[src/rtl/core/lcc_pkg.sv]
`default_nettype none
package lcc_pkg;

  localparam int LANES            = 4;
  localparam int NUM_FEATURES_DEF = 4;
  localparam int COUNT_BITS_DEF   = 16;
  localparam int FEAT_W           = 16;
  localparam int PROD_W           = 32;
  localparam int SCORE_W          = 35;
  localparam int Q_W              = 16;
  localparam int QDEPTH           = 2;
  localparam int CFG_AW           = 5;
  localparam int CFG_DW           = 32;
  localparam int IDX_W            = 3;

  localparam logic [IDX_W-1:0] REG_WEIGHT_A = 3'd0;
  localparam logic [IDX_W-1:0] REG_WEIGHT_B = 3'd1;
  localparam logic [IDX_W-1:0] REG_WEIGHT_C = 3'd2;
  localparam logic [IDX_W-1:0] REG_WEIGHT_D = 3'd3;
  localparam logic [IDX_W-1:0] REG_BIAS     = 3'd4;
  localparam logic [IDX_W-1:0] REG_THRESH   = 3'd5;

  typedef struct packed {
    logic [LANES-1:0][FEAT_W-1:0] weight;
    logic [CFG_DW-1:0]            bias;
    logic [CFG_DW-1:0]            thresh;
  } cfg_t;

  typedef struct packed {
    logic pred;
    logic label;
    logic last;
  } verdict_t;

endpackage
`default_nettype wire

[src/rtl/core/lcc_if.sv]
`default_nettype none
interface lcc_in_if;
  logic               valid;
  logic               ready;
  logic signed [15:0] feature_a;
  logic signed [15:0] feature_b;
  logic signed [15:0] feature_c;
  logic signed [15:0] feature_d;
  logic               true_label;
  logic               last_sample;

  modport source (output valid, feature_a, feature_b, feature_c, feature_d,
                  true_label, last_sample, input ready);
  modport sink   (input valid, feature_a, feature_b, feature_c, feature_d,
                  true_label, last_sample, output ready);
endinterface

interface lcc_out_if;
  logic        valid;
  logic        ready;
  logic        predicted;
  logic        matches_label;
  logic [15:0] true_pos;
  logic [15:0] false_pos;
  logic [15:0] true_neg;
  logic [15:0] false_neg;
  logic [15:0] precision_q;
  logic [15:0] recall_q;
  logic [15:0] f1_q;
  logic        summary_valid;

  modport source (output valid, predicted, matches_label, true_pos, false_pos,
                  true_neg, false_neg, precision_q, recall_q, f1_q,
                  summary_valid, input ready);
  modport sink   (input valid, predicted, matches_label, true_pos, false_pos,
                  true_neg, false_neg, precision_q, recall_q, f1_q,
                  summary_valid, output ready);
endinterface
`default_nettype wire

[src/rtl/core/lcc_front.sv]
`default_nettype none
module lcc_front #(
  parameter int NUM_FEATURES = lcc_pkg::NUM_FEATURES_DEF
) (
  input  wire logic             clk,
  input  wire logic             rst_n,
  lcc_in_if.sink                in_bus,
  input  wire lcc_pkg::cfg_t    cfg,
  output lcc_pkg::verdict_t     push_data,
  output logic                  push,
  input  wire logic             q_ready
);

  logic signed [lcc_pkg::PROD_W-1:0] prod_r   [lcc_pkg::LANES];
  logic signed [lcc_pkg::PROD_W-1:0] prod_nxt [lcc_pkg::LANES];
  logic [lcc_pkg::LANES-1:0][lcc_pkg::FEAT_W-1:0] feat;
  logic s1_valid_r, s1_valid_nxt;
  logic label_r, last_r;
  logic in_fire;
  logic signed [lcc_pkg::SCORE_W-1:0] score;
  logic signed [lcc_pkg::SCORE_W-1:0] thresh;

  assign feat[0] = in_bus.feature_a;
  assign feat[1] = in_bus.feature_b;
  assign feat[2] = in_bus.feature_c;
  assign feat[3] = in_bus.feature_d;

  assign in_bus.ready = !s1_valid_r || q_ready;
  assign in_fire      = in_bus.valid && in_bus.ready;
  assign push         = s1_valid_r && q_ready;

  always_comb begin
    logic signed [lcc_pkg::FEAT_W-1:0] f;
    logic signed [lcc_pkg::FEAT_W-1:0] w;
    for (int i = 0; i < lcc_pkg::LANES; i++) begin
      f = $signed(feat[i]);
      w = $signed(cfg.weight[i]);
      if (i < NUM_FEATURES) begin
        prod_nxt[i] = f * w;
      end else begin
        prod_nxt[i] = '0;
      end
    end
  end

  always_ff @(posedge clk) begin
    if (in_fire) begin
      for (int i = 0; i < lcc_pkg::LANES; i++) begin
        prod_r[i] <= prod_nxt[i];
      end
      label_r <= in_bus.true_label;
      last_r  <= in_bus.last_sample;
    end
  end

  always_comb begin
    s1_valid_nxt = s1_valid_r;
    if (in_fire) begin
      s1_valid_nxt = 1'b1;
    end else if (push) begin
      s1_valid_nxt = 1'b0;
    end
  end

  always_ff @(posedge clk) begin
    if (!rst_n) begin
      s1_valid_r <= 1'b0;
    end else begin
      s1_valid_r <= s1_valid_nxt;
    end
  end

  // exact score: bias plus lane products, compared as signed
  always_comb begin
    score = lcc_pkg::SCORE_W'($signed(cfg.bias));
    for (int i = 0; i < lcc_pkg::LANES; i++) begin
      score = score + lcc_pkg::SCORE_W'(prod_r[i]);
    end
    thresh = lcc_pkg::SCORE_W'($signed(cfg.thresh));
  end

  assign push_data.pred  = (score >= thresh);
  assign push_data.label = label_r;
  assign push_data.last  = last_r;

endmodule
`default_nettype wire

[src/rtl/core/lcc_fifo.sv]
`default_nettype none
module lcc_fifo (
  input  wire logic              clk,
  input  wire logic              rst_n,
  input  wire logic              push,
  input  wire lcc_pkg::verdict_t push_data,
  output logic                   push_ready,
  input  wire logic              pop,
  output lcc_pkg::verdict_t      pop_data,
  output logic                   pop_valid
);

  localparam int AW = $clog2(lcc_pkg::QDEPTH);
  localparam int CW = AW + 1;

  lcc_pkg::verdict_t slot_r [lcc_pkg::QDEPTH];
  logic [AW-1:0] wptr_r, wptr_nxt, rptr_r, rptr_nxt;
  logic [CW-1:0] cnt_r, cnt_nxt;
  logic do_push, do_pop;

  assign push_ready = (cnt_r != CW'(lcc_pkg::QDEPTH));
  assign pop_valid  = (cnt_r != '0);
  assign do_push    = push && push_ready;
  assign do_pop     = pop && pop_valid;
  assign pop_data   = slot_r[rptr_r];

  always_comb begin
    wptr_nxt = do_push ? wptr_r + 1'b1 : wptr_r;
    rptr_nxt = do_pop  ? rptr_r + 1'b1 : rptr_r;
    cnt_nxt  = cnt_r;
    if (do_push && !do_pop) begin
      cnt_nxt = cnt_r + 1'b1;
    end else if (do_pop && !do_push) begin
      cnt_nxt = cnt_r - 1'b1;
    end
  end

  always_ff @(posedge clk) begin
    if (do_push) begin
      slot_r[wptr_r] <= push_data;
    end
  end

  always_ff @(posedge clk) begin
    if (!rst_n) begin
      wptr_r <= '0;
      rptr_r <= '0;
      cnt_r  <= '0;
    end else begin
      wptr_r <= wptr_nxt;
      rptr_r <= rptr_nxt;
      cnt_r  <= cnt_nxt;
    end
  end

endmodule
`default_nettype wire

[src/rtl/core/lcc_back.sv]
`default_nettype none
module lcc_back #(
  parameter int COUNT_BITS = lcc_pkg::COUNT_BITS_DEF
) (
  input  wire logic              clk,
  input  wire logic              rst_n,
  input  wire logic              q_valid,
  input  wire lcc_pkg::verdict_t q_data,
  output logic                   q_pop,
  lcc_out_if.source              out_bus
);

  localparam int CB = COUNT_BITS;
  localparam int DW = COUNT_BITS + 2;
  localparam int TW = DW + 1;
  localparam int QW = lcc_pkg::Q_W;
  localparam int SW = $clog2(QW);

  typedef enum logic [1:0] {
    ST_IDLE = 2'b01,
    ST_DIV  = 2'b10
  } state_t;

  typedef enum logic [1:0] {
    SEL_PREC = 2'd0,
    SEL_REC  = 2'd1,
    SEL_F1   = 2'd2
  } ratio_sel_t;

  state_t     st_r, st_nxt;
  ratio_sel_t sel_r, sel_nxt;
  logic [SW-1:0] step_r, step_nxt;
  logic [CB-1:0] tp_r, fp_r, tn_r, fn_r;
  logic [CB-1:0] tp_nxt, fp_nxt, tn_nxt, fn_nxt;
  logic [CB-1:0] tp_b, fp_b, tn_b, fn_b;
  logic [DW-1:0] rem_r, rem_nxt;
  logic [QW-1:0] q_r, q_nxt;
  logic [DW-1:0] num, den;
  logic [TW-1:0] trial;
  logic          ge;
  logic [QW-1:0] ratio;
  logic          div_end;

  logic        out_valid_r, out_valid_nxt;
  logic        pred_r, match_r, sv_r;
  logic [15:0] tpo_r, fpo_r, tno_r, fno_r, prec_r, rec_r, f1_r;

  function automatic logic [CB-1:0] bump(input logic [CB-1:0] c);
    bump = (&c) ? c : c + 1'b1;
  endfunction

  assign q_pop = (st_r == ST_IDLE) && q_valid && (!out_valid_r || out_bus.ready);

  always_comb begin
    tp_b = tp_r;
    fp_b = fp_r;
    tn_b = tn_r;
    fn_b = fn_r;
    case ({q_data.pred, q_data.label})
      2'b11:   tp_b = bump(tp_r);
      2'b10:   fp_b = bump(fp_r);
      2'b01:   fn_b = bump(fn_r);
      default: tn_b = bump(tn_r);
    endcase
  end

  always_comb begin
    case (sel_r)
      SEL_PREC: begin
        num = DW'(tp_r);
        den = DW'(tp_r) + DW'(fp_r);
      end
      SEL_REC: begin
        num = DW'(tp_r);
        den = DW'(tp_r) + DW'(fn_r);
      end
      SEL_F1: begin
        num = DW'({tp_r, 1'b0});
        den = DW'({tp_r, 1'b0}) + DW'(fp_r) + DW'(fn_r);
      end
      default: begin
        num = '0;
        den = '0;
      end
    endcase
  end

  // restoring division of num * 2^15 by den, one quotient bit a cycle
  always_comb begin
    trial   = (step_r == '0) ? TW'(num) : {rem_r, 1'b0};
    ge      = (trial >= TW'(den));
    rem_nxt = ge ? DW'(trial - TW'(den)) : DW'(trial);
    q_nxt   = {q_r[QW-2:0], ge};
    ratio   = (den == '0) ? '0 : q_nxt;
    div_end = (step_r == SW'(QW - 1));
  end

  always_comb begin
    st_nxt        = st_r;
    sel_nxt       = sel_r;
    step_nxt      = step_r;
    tp_nxt        = tp_r;
    fp_nxt        = fp_r;
    tn_nxt        = tn_r;
    fn_nxt        = fn_r;
    out_valid_nxt = out_valid_r && !out_bus.ready;
    case (st_r)
      ST_IDLE: begin
        if (q_pop) begin
          tp_nxt   = tp_b;
          fp_nxt   = fp_b;
          tn_nxt   = tn_b;
          fn_nxt   = fn_b;
          sel_nxt  = SEL_PREC;
          step_nxt = '0;
          if (q_data.last) begin
            st_nxt = ST_DIV;
          end else begin
            out_valid_nxt = 1'b1;
          end
        end
      end
      ST_DIV: begin
        step_nxt = step_r + 1'b1;
        if (div_end) begin
          step_nxt = '0;
          case (sel_r)
            SEL_PREC: sel_nxt = SEL_REC;
            SEL_REC:  sel_nxt = SEL_F1;
            default: begin
              tp_nxt        = '0;
              fp_nxt        = '0;
              tn_nxt        = '0;
              fn_nxt        = '0;
              out_valid_nxt = 1'b1;
              st_nxt        = ST_IDLE;
            end
          endcase
        end
      end
      default: st_nxt = ST_IDLE;
    endcase
  end

  always_ff @(posedge clk) begin
    if (!rst_n) begin
      st_r        <= ST_IDLE;
      sel_r       <= SEL_PREC;
      step_r      <= '0;
      tp_r        <= '0;
      fp_r        <= '0;
      tn_r        <= '0;
      fn_r        <= '0;
      out_valid_r <= 1'b0;
    end else begin
      st_r        <= st_nxt;
      sel_r       <= sel_nxt;
      step_r      <= step_nxt;
      tp_r        <= tp_nxt;
      fp_r        <= fp_nxt;
      tn_r        <= tn_nxt;
      fn_r        <= fn_nxt;
      out_valid_r <= out_valid_nxt;
    end
  end

  always_ff @(posedge clk) begin
    if (q_pop) begin
      pred_r  <= q_data.pred;
      match_r <= (q_data.pred == q_data.label);
      sv_r    <= q_data.last;
      tpo_r   <= 16'(tp_b);
      fpo_r   <= 16'(fp_b);
      tno_r   <= 16'(tn_b);
      fno_r   <= 16'(fn_b);
      prec_r  <= '0;
      rec_r   <= '0;
      f1_r    <= '0;
    end
    if (st_r == ST_DIV) begin
      rem_r <= rem_nxt;
      q_r   <= q_nxt;
      if (div_end) begin
        case (sel_r)
          SEL_PREC: prec_r <= 16'(ratio);
          SEL_REC:  rec_r  <= 16'(ratio);
          default:  f1_r   <= 16'(ratio);
        endcase
      end
    end
  end

  assign out_bus.valid         = out_valid_r;
  assign out_bus.predicted     = pred_r;
  assign out_bus.matches_label = match_r;
  assign out_bus.true_pos      = tpo_r;
  assign out_bus.false_pos     = fpo_r;
  assign out_bus.true_neg      = tno_r;
  assign out_bus.false_neg     = fno_r;
  assign out_bus.precision_q   = prec_r;
  assign out_bus.recall_q      = rec_r;
  assign out_bus.f1_q          = f1_r;
  assign out_bus.summary_valid = sv_r;

endmodule
`default_nettype wire

[src/rtl/core/logistic_classifier_confusion_scorer.sv]
// Logistic classifier scorer with confusion counters. Samples enter on
// in_bus; each gives one result beat on out_bus. The front registers the
// four 16x16 lane products and decides the sample in the next cycle, then
// hands the verdict to a two-entry queue; the back updates the saturating
// TP/FP/TN/FN counters and fills an output register. Samples pass product
// register, queue slot and output register in turn, new ones entering as
// old ones move on. A sample marked last holds the back while precision,
// recall and F1 come one after another from one restoring divider at one
// quotient bit a cycle; the front keeps taking samples until queue and front fill.
// Registers sit on an APB port at byte addresses 0 to 20 (weights a to d, bias,
// threshold); they are to be written only while the block is idle, which the block does not enforce.
`default_nettype none
module logistic_classifier_confusion_scorer #(
  parameter int NUM_FEATURES = lcc_pkg::NUM_FEATURES_DEF,
  parameter int COUNT_BITS   = lcc_pkg::COUNT_BITS_DEF
) (
  input  wire logic                       clk,
  input  wire logic                       rst_n,
  lcc_in_if.sink                          in_bus,
  lcc_out_if.source                       out_bus,
  input  wire logic                       psel,
  input  wire logic                       penable,
  input  wire logic                       pwrite,
  input  wire logic [lcc_pkg::CFG_AW-1:0] paddr,
  input  wire logic [lcc_pkg::CFG_DW-1:0] pwdata,
  output logic      [lcc_pkg::CFG_DW-1:0] prdata,
  output logic                            pready
);

  lcc_pkg::cfg_t     cfg_r;
  lcc_pkg::verdict_t push_data, pop_data;
  logic push, q_ready, pop, pop_valid;
  logic wr_en;
  logic [lcc_pkg::IDX_W-1:0] idx;

  assign pready = 1'b1;
  assign wr_en  = psel && penable && pwrite;
  assign idx    = paddr[lcc_pkg::CFG_AW-1:2];

  always_ff @(posedge clk) begin
    if (!rst_n) begin
      cfg_r <= '0;
    end else if (wr_en) begin
      case (idx)
        lcc_pkg::REG_WEIGHT_A: cfg_r.weight[0] <= pwdata[lcc_pkg::FEAT_W-1:0];
        lcc_pkg::REG_WEIGHT_B: cfg_r.weight[1] <= pwdata[lcc_pkg::FEAT_W-1:0];
        lcc_pkg::REG_WEIGHT_C: cfg_r.weight[2] <= pwdata[lcc_pkg::FEAT_W-1:0];
        lcc_pkg::REG_WEIGHT_D: cfg_r.weight[3] <= pwdata[lcc_pkg::FEAT_W-1:0];
        lcc_pkg::REG_BIAS:     cfg_r.bias      <= pwdata;
        lcc_pkg::REG_THRESH:   cfg_r.thresh    <= pwdata;
        default: ;
      endcase
    end
  end

  always_comb begin
    case (idx)
      lcc_pkg::REG_WEIGHT_A: prdata = lcc_pkg::CFG_DW'(cfg_r.weight[0]);
      lcc_pkg::REG_WEIGHT_B: prdata = lcc_pkg::CFG_DW'(cfg_r.weight[1]);
      lcc_pkg::REG_WEIGHT_C: prdata = lcc_pkg::CFG_DW'(cfg_r.weight[2]);
      lcc_pkg::REG_WEIGHT_D: prdata = lcc_pkg::CFG_DW'(cfg_r.weight[3]);
      lcc_pkg::REG_BIAS:     prdata = cfg_r.bias;
      lcc_pkg::REG_THRESH:   prdata = cfg_r.thresh;
      default:               prdata = '0;
    endcase
  end

  lcc_front #(
    .NUM_FEATURES(NUM_FEATURES)
  ) u_front (
    .clk       (clk),
    .rst_n     (rst_n),
    .in_bus    (in_bus),
    .cfg       (cfg_r),
    .push_data (push_data),
    .push      (push),
    .q_ready   (q_ready)
  );

  lcc_fifo u_fifo (
    .clk        (clk),
    .rst_n      (rst_n),
    .push       (push),
    .push_data  (push_data),
    .push_ready (q_ready),
    .pop        (pop),
    .pop_data   (pop_data),
    .pop_valid  (pop_valid)
  );

  lcc_back #(
    .COUNT_BITS(COUNT_BITS)
  ) u_back (
    .clk     (clk),
    .rst_n   (rst_n),
    .q_valid (pop_valid),
    .q_data  (pop_data),
    .q_pop   (pop),
    .out_bus (out_bus)
  );

endmodule
`default_nettype wire

[src/flat_wrapper.sv]
// flat-port wrapper written by rule: the top's interface ports become plain ports
module logistic_classifier_confusion_scorer_flat 
#(
  parameter int NUM_FEATURES = lcc_pkg::NUM_FEATURES_DEF,
  parameter int COUNT_BITS   = lcc_pkg::COUNT_BITS_DEF
)
  (clk, rst_n, psel, penable, pwrite, paddr, pwdata, prdata, pready, in_bus_valid, in_bus_feature_a, in_bus_feature_b, in_bus_feature_c, in_bus_feature_d, in_bus_true_label, in_bus_last_sample, in_bus_ready, out_bus_valid, out_bus_predicted, out_bus_matches_label, out_bus_true_pos, out_bus_false_pos, out_bus_true_neg, out_bus_false_neg, out_bus_precision_q, out_bus_recall_q, out_bus_f1_q, out_bus_summary_valid, out_bus_ready);
  lcc_in_if in_bus_i ();
  lcc_out_if out_bus_i ();
  input  wire logic clk;
  input  wire logic rst_n;
  input  wire logic psel;
  input  wire logic penable;
  input  wire logic pwrite;
  input  wire logic [lcc_pkg::CFG_AW-1:0] paddr;
  input  wire logic [lcc_pkg::CFG_DW-1:0] pwdata;
  output logic      [lcc_pkg::CFG_DW-1:0] prdata;
  output logic pready;
  input wire logic [$bits(in_bus_i.valid)-1:0] in_bus_valid;
  input wire logic [$bits(in_bus_i.feature_a)-1:0] in_bus_feature_a;
  input wire logic [$bits(in_bus_i.feature_b)-1:0] in_bus_feature_b;
  input wire logic [$bits(in_bus_i.feature_c)-1:0] in_bus_feature_c;
  input wire logic [$bits(in_bus_i.feature_d)-1:0] in_bus_feature_d;
  input wire logic [$bits(in_bus_i.true_label)-1:0] in_bus_true_label;
  input wire logic [$bits(in_bus_i.last_sample)-1:0] in_bus_last_sample;
  output wire logic [$bits(in_bus_i.ready)-1:0] in_bus_ready;
  output wire logic [$bits(out_bus_i.valid)-1:0] out_bus_valid;
  output wire logic [$bits(out_bus_i.predicted)-1:0] out_bus_predicted;
  output wire logic [$bits(out_bus_i.matches_label)-1:0] out_bus_matches_label;
  output wire logic [$bits(out_bus_i.true_pos)-1:0] out_bus_true_pos;
  output wire logic [$bits(out_bus_i.false_pos)-1:0] out_bus_false_pos;
  output wire logic [$bits(out_bus_i.true_neg)-1:0] out_bus_true_neg;
  output wire logic [$bits(out_bus_i.false_neg)-1:0] out_bus_false_neg;
  output wire logic [$bits(out_bus_i.precision_q)-1:0] out_bus_precision_q;
  output wire logic [$bits(out_bus_i.recall_q)-1:0] out_bus_recall_q;
  output wire logic [$bits(out_bus_i.f1_q)-1:0] out_bus_f1_q;
  output wire logic [$bits(out_bus_i.summary_valid)-1:0] out_bus_summary_valid;
  input wire logic [$bits(out_bus_i.ready)-1:0] out_bus_ready;
  assign in_bus_i.valid = in_bus_valid;
  assign in_bus_i.feature_a = in_bus_feature_a;
  assign in_bus_i.feature_b = in_bus_feature_b;
  assign in_bus_i.feature_c = in_bus_feature_c;
  assign in_bus_i.feature_d = in_bus_feature_d;
  assign in_bus_i.true_label = in_bus_true_label;
  assign in_bus_i.last_sample = in_bus_last_sample;
  assign in_bus_ready = in_bus_i.ready;
  assign out_bus_valid = out_bus_i.valid;
  assign out_bus_predicted = out_bus_i.predicted;
  assign out_bus_matches_label = out_bus_i.matches_label;
  assign out_bus_true_pos = out_bus_i.true_pos;
  assign out_bus_false_pos = out_bus_i.false_pos;
  assign out_bus_true_neg = out_bus_i.true_neg;
  assign out_bus_false_neg = out_bus_i.false_neg;
  assign out_bus_precision_q = out_bus_i.precision_q;
  assign out_bus_recall_q = out_bus_i.recall_q;
  assign out_bus_f1_q = out_bus_i.f1_q;
  assign out_bus_summary_valid = out_bus_i.summary_valid;
  assign out_bus_i.ready = out_bus_ready;
  logistic_classifier_confusion_scorer #(.NUM_FEATURES(NUM_FEATURES), .COUNT_BITS(COUNT_BITS)) u_core (.clk(clk), .rst_n(rst_n), .in_bus(in_bus_i), .out_bus(out_bus_i), .psel(psel), .penable(penable), .pwrite(pwrite), .paddr(paddr), .pwdata(pwdata), .prdata(prdata), .pready(pready));
endmodule
[config.mk]
export PLATFORM = sky130hd
export DESIGN_NAME = logistic_classifier_confusion_scorer_flat
export DESIGN_NICKNAME = d
export VERILOG_FILES = /design/src/rtl/core/lcc_pkg.sv /design/src/rtl/core/lcc_if.sv /design/src/rtl/core/lcc_front.sv /design/src/rtl/core/lcc_fifo.sv /design/src/rtl/core/lcc_back.sv /design/src/rtl/core/logistic_classifier_confusion_scorer.sv /design/src/flat_wrapper.sv
export SDC_FILE = /design/constraint.sdc
export NUM_CORES = 2
export LEC_CHECK = 0
export BUFFER_PORTS_ARGS = -buffer_cell sky130_fd_sc_hd__buf_2
export CORE_MARGIN = 5
export CORE_UTILIZATION = 60
export DETAILED_ROUTE_END_ITERATION = 7
export PLACE_DENSITY = 0.74
export SYNTH_ARGS = -nofsm -noshare
export SYNTH_HDL_FRONTEND = slang
export SYNTH_SLANG_ARGS = --single-unit
export TNS_END_PERCENT = 100
[constraint.sdc]
create_clock -name clk -period 10.9 [get_ports clk]
set_input_delay 0 -clock clk [delete_from_list [all_inputs] [get_ports clk]]
set_output_delay 0 -clock clk [all_outputs]
set_load 0.005 [all_outputs]
==> summary.txt <==
Power and ir drop
  • Pwr Density: 104 mW/mm^2
  • Sw power: 2.85 mW
  • Switching Share: 38.8%
  • Pint: 4.50 mW
  • Combinational Power Share: 43.3%
  • Clk pwr share: 25.0%
  • VDD IR max: 0.196 mV
  • Register share of total power: 31.7%
  • Lkg Pwr: 31.0 nW

Detailed routing
  • DRC viols: 0
  • Pre-Repair DR Iteration Count: 6
  • WL final: 177 mm
  • Routed via count: 49246
  • DR iter-0 viols: 3759
  • Via-per-instance ratio: 5.69
  • Antenna-violating nets left: 0
  • Per-cell routed wire length: 20.4 um

STA
  • Final hold violations: 0
  • Final setup vio count: 0
  • Worst clock skew: 41.0 ps
  • RSZ-0062 raised after global routing: false
  • Fin crit share: 68.6%
  • Setup TNS: 0 ps
  • Fin crit period: 7480 ps
  • Min setup slack post-route: 3420 ps
  • Fin. max-slew vios: 0
  • Worst Tran Pin Value: 1130 ps
  • FMAX: 134 MHz
  • Relative slew slack: 24.9%

Place
  • Place WS: 3530 ps
  • Post-Place Cells: 8511
  • HPWL after DPL: 139 mm
  • Port Buf Inserts: 256
  • Routability Congestion: 0.944

Yosys
  • Synth area leaders: fa_1 (35%), edfxtp_1 (11%), ha_1 (8.7%)
  • Yosys cell types: 80
  • Synthesis Warnings: 0
  • Synth area leader: fa_1
  • Seq cells post-synth: 491
  • Cells after Synth: 7018
  • Avg Cell Area, Syn: 9.43 sq um
  • Synth Net Count: 8754
  • Asr flop ratio synth: 0%
  • Most frequent cell after synthesis: inv_1
  • Share of the yosys chip area belonging to registers: 18.4%
  • EDFF count, synth: 236
  • Share of the synthesized area in the top cell type: 35.2%
  • Synthesized area: 0.0662 sq mm
  • Synth cell count leaders: inv_1 (1445), fa_1 (1164), nand2_1 (956)
  • Ys flop type: dfxtp_1

Floorplanning
  • Area of the core: 0.109 sq mm
  • Die Ht: 342 um
  • Cell row count: 121
  • Die W: 342 um
  • Die Footprint: 0.117 sq mm
  • I/O pin cnt: 260
  • Starting Density: 60.6%

Clock network
  • Clk sink count: 491
  • Root Buffer: clkbuf_16
  • Clk slew on worst S/H paths: 70 ps
  • CTS-repair resized insts: 0
  • Cts bufs inserted: 51
  • Worst-Skew Late Latency: 610 ps
  • CTS tree: yes
  • H-Tree Depth: 2
  • Clock buffer depth: 3

Cells and area
  • Top flop regs: u_core.cfg_r: 128 flops, u_core.u_front.prod_r: 128 flops, u_core.u_back.rem_r: 18 flops
  • Layout area overhead: 6.94%
  • Post-layout util: 64.9%
  • Fillers: 8905
  • Register area: 0.0122 sq mm
  • Layout Cells excl Fill: 8649
  • Share of cells above drive strength 1: 6.28%
  • Area of the multi-input gates: 0.0475 sq mm
  • Fin nets: 8861

GRT
  • Largest net degree at the start of global routing: 100
  • First-pass GRT wire length: 282 mm
  • Remaining global-route overflow: 0
  • Vias in the first global route: 51867
  • Antenna violations before repair: 8
  • GRT Overall Usage: 30.6%

Min path
  • Min-delay worst type: input pin to flip-flop

Critical path
  • CP Capture Type: flip-flop
  • Worst Path Max Fanout: 18
  • Critical path class: flip-flop to flip-flop
  • Critical Path RT: 11200 ps
  • Critical Path Start Type: flip-flop
  • Arr. time, crit path: 7780 ps

Status
  • Status: finished clean

Flow run
  • Max-cap check violation count: 0
[routing by layer]
layer | global-route usage (%) | routed length [um] | part of all wire [%]
met1 | 39.0 | 67700 | 38
met2 | 51.2 | 83800 | 47
met3 | 4.63 | 13900 | 7.9
met5 | 0 | 13 | 0.0074
met4 | 15.4 | 11200 | 6.3
[through the flow]
stage	total power [mW]	cell area, sq um	hold WS [ps]
floorplan	4.57	66200	98.9
global placement	5.42	68600	179
detailed placement	5.50	68600	179
CTS	7.35	70800	7.23
global route	7.82	70800	36.7
finish	7.35	70800	37.3
[layout make-up]
class	instances	share of cell area [%]
inverter	1445	7.66
multi-input combinational	4794	67.1
timing repair buffer	342	2.86
tap	1476	2.61
antenna	5	0.0177
clock buffer	74	2.13
sequential	491	17.2
clock inverter	22	0.355
[path summary, 6_finish.rpt]
kind | start | endpoint | slack, ps | cells after the start
worst min-delay path | in_bus_feature_b[0] | u_core.u_front.prod_r[1][0] | 40 | 2
worst max-delay path | u_core.cfg_r[72] | u_core.u_front.prod_r[0][30] | 3420 | 22
worst min register to register | u_core.u_front.last_r | u_core.u_fifo.slot_r[1][0] | 450 | 0
worst max register to register | u_core.cfg_r[72] | u_core.u_front.prod_r[0][30] | 3420 | 22
[cell families (layout without fill, tap and decap cells)]
logic type | count (synthesis) | in the layout | share of synthesized area (%)
simple gates | 1954 | 1954 | 14.1
buf+inv | 1733 | 1883 | 9.86
fa+ha+maj | 1626 | 1626 | 43.9
compound gates | 916 | 916 | 9.60
flops | 491 | 491 | 18.4
xor+xnor | 259 | 259 | 3.43
mux | 38 | 38 | 0.629
other cells | 1 | 6 | 0.00567
[critical path, cell delays in order, from the launching register on]
cell and delay (ps):
dfxtp_1 1030, nand2_1 180, fa_1 560, inv_1 50, fa_1 490, inv_1 50, fa_1 520, inv_1 50
fa_1 480, inv_1 70, fa_1 480, inv_1 50, fa_1 470, ha_1 350, o21ai_0 90, nand2b_1 70
a21oi_1 60, a31o_2 250, o21ai_0 530, a211oi_1 230, o41ai_1 430, a21oi_1 130, xnor2_1 520
[power by group through the flow]
stage,Combinational [mW],Sequential (mW),Clock (mW)
finish,3.18,2.33,1.84
global route,3.54,2.35,1.93
CTS,3.16,2.33,1.86
detailed placement,3.13,2.37,0
global placement,3.05,2.37,0
floorplan,2.21,2.36,0
[repair_timing]
action	CTS	global route
hold buffers	37	0
hold endpoints to repair	135	0
buffers inserted	0	0
[cell usage in the layout, fill, tap and decap left out, drive strengths merged, types with 135 or more instances in the layout]
cell,count
edfxtp,236
xnor2,194
a21oi,186
o21ai,135
buf,305
nand2,956
inv,1449
fa,1164
nor2,159
dfxtp,255
and2,435
ha,462
a21boi,141
Power figures use the tool's default switching activity.
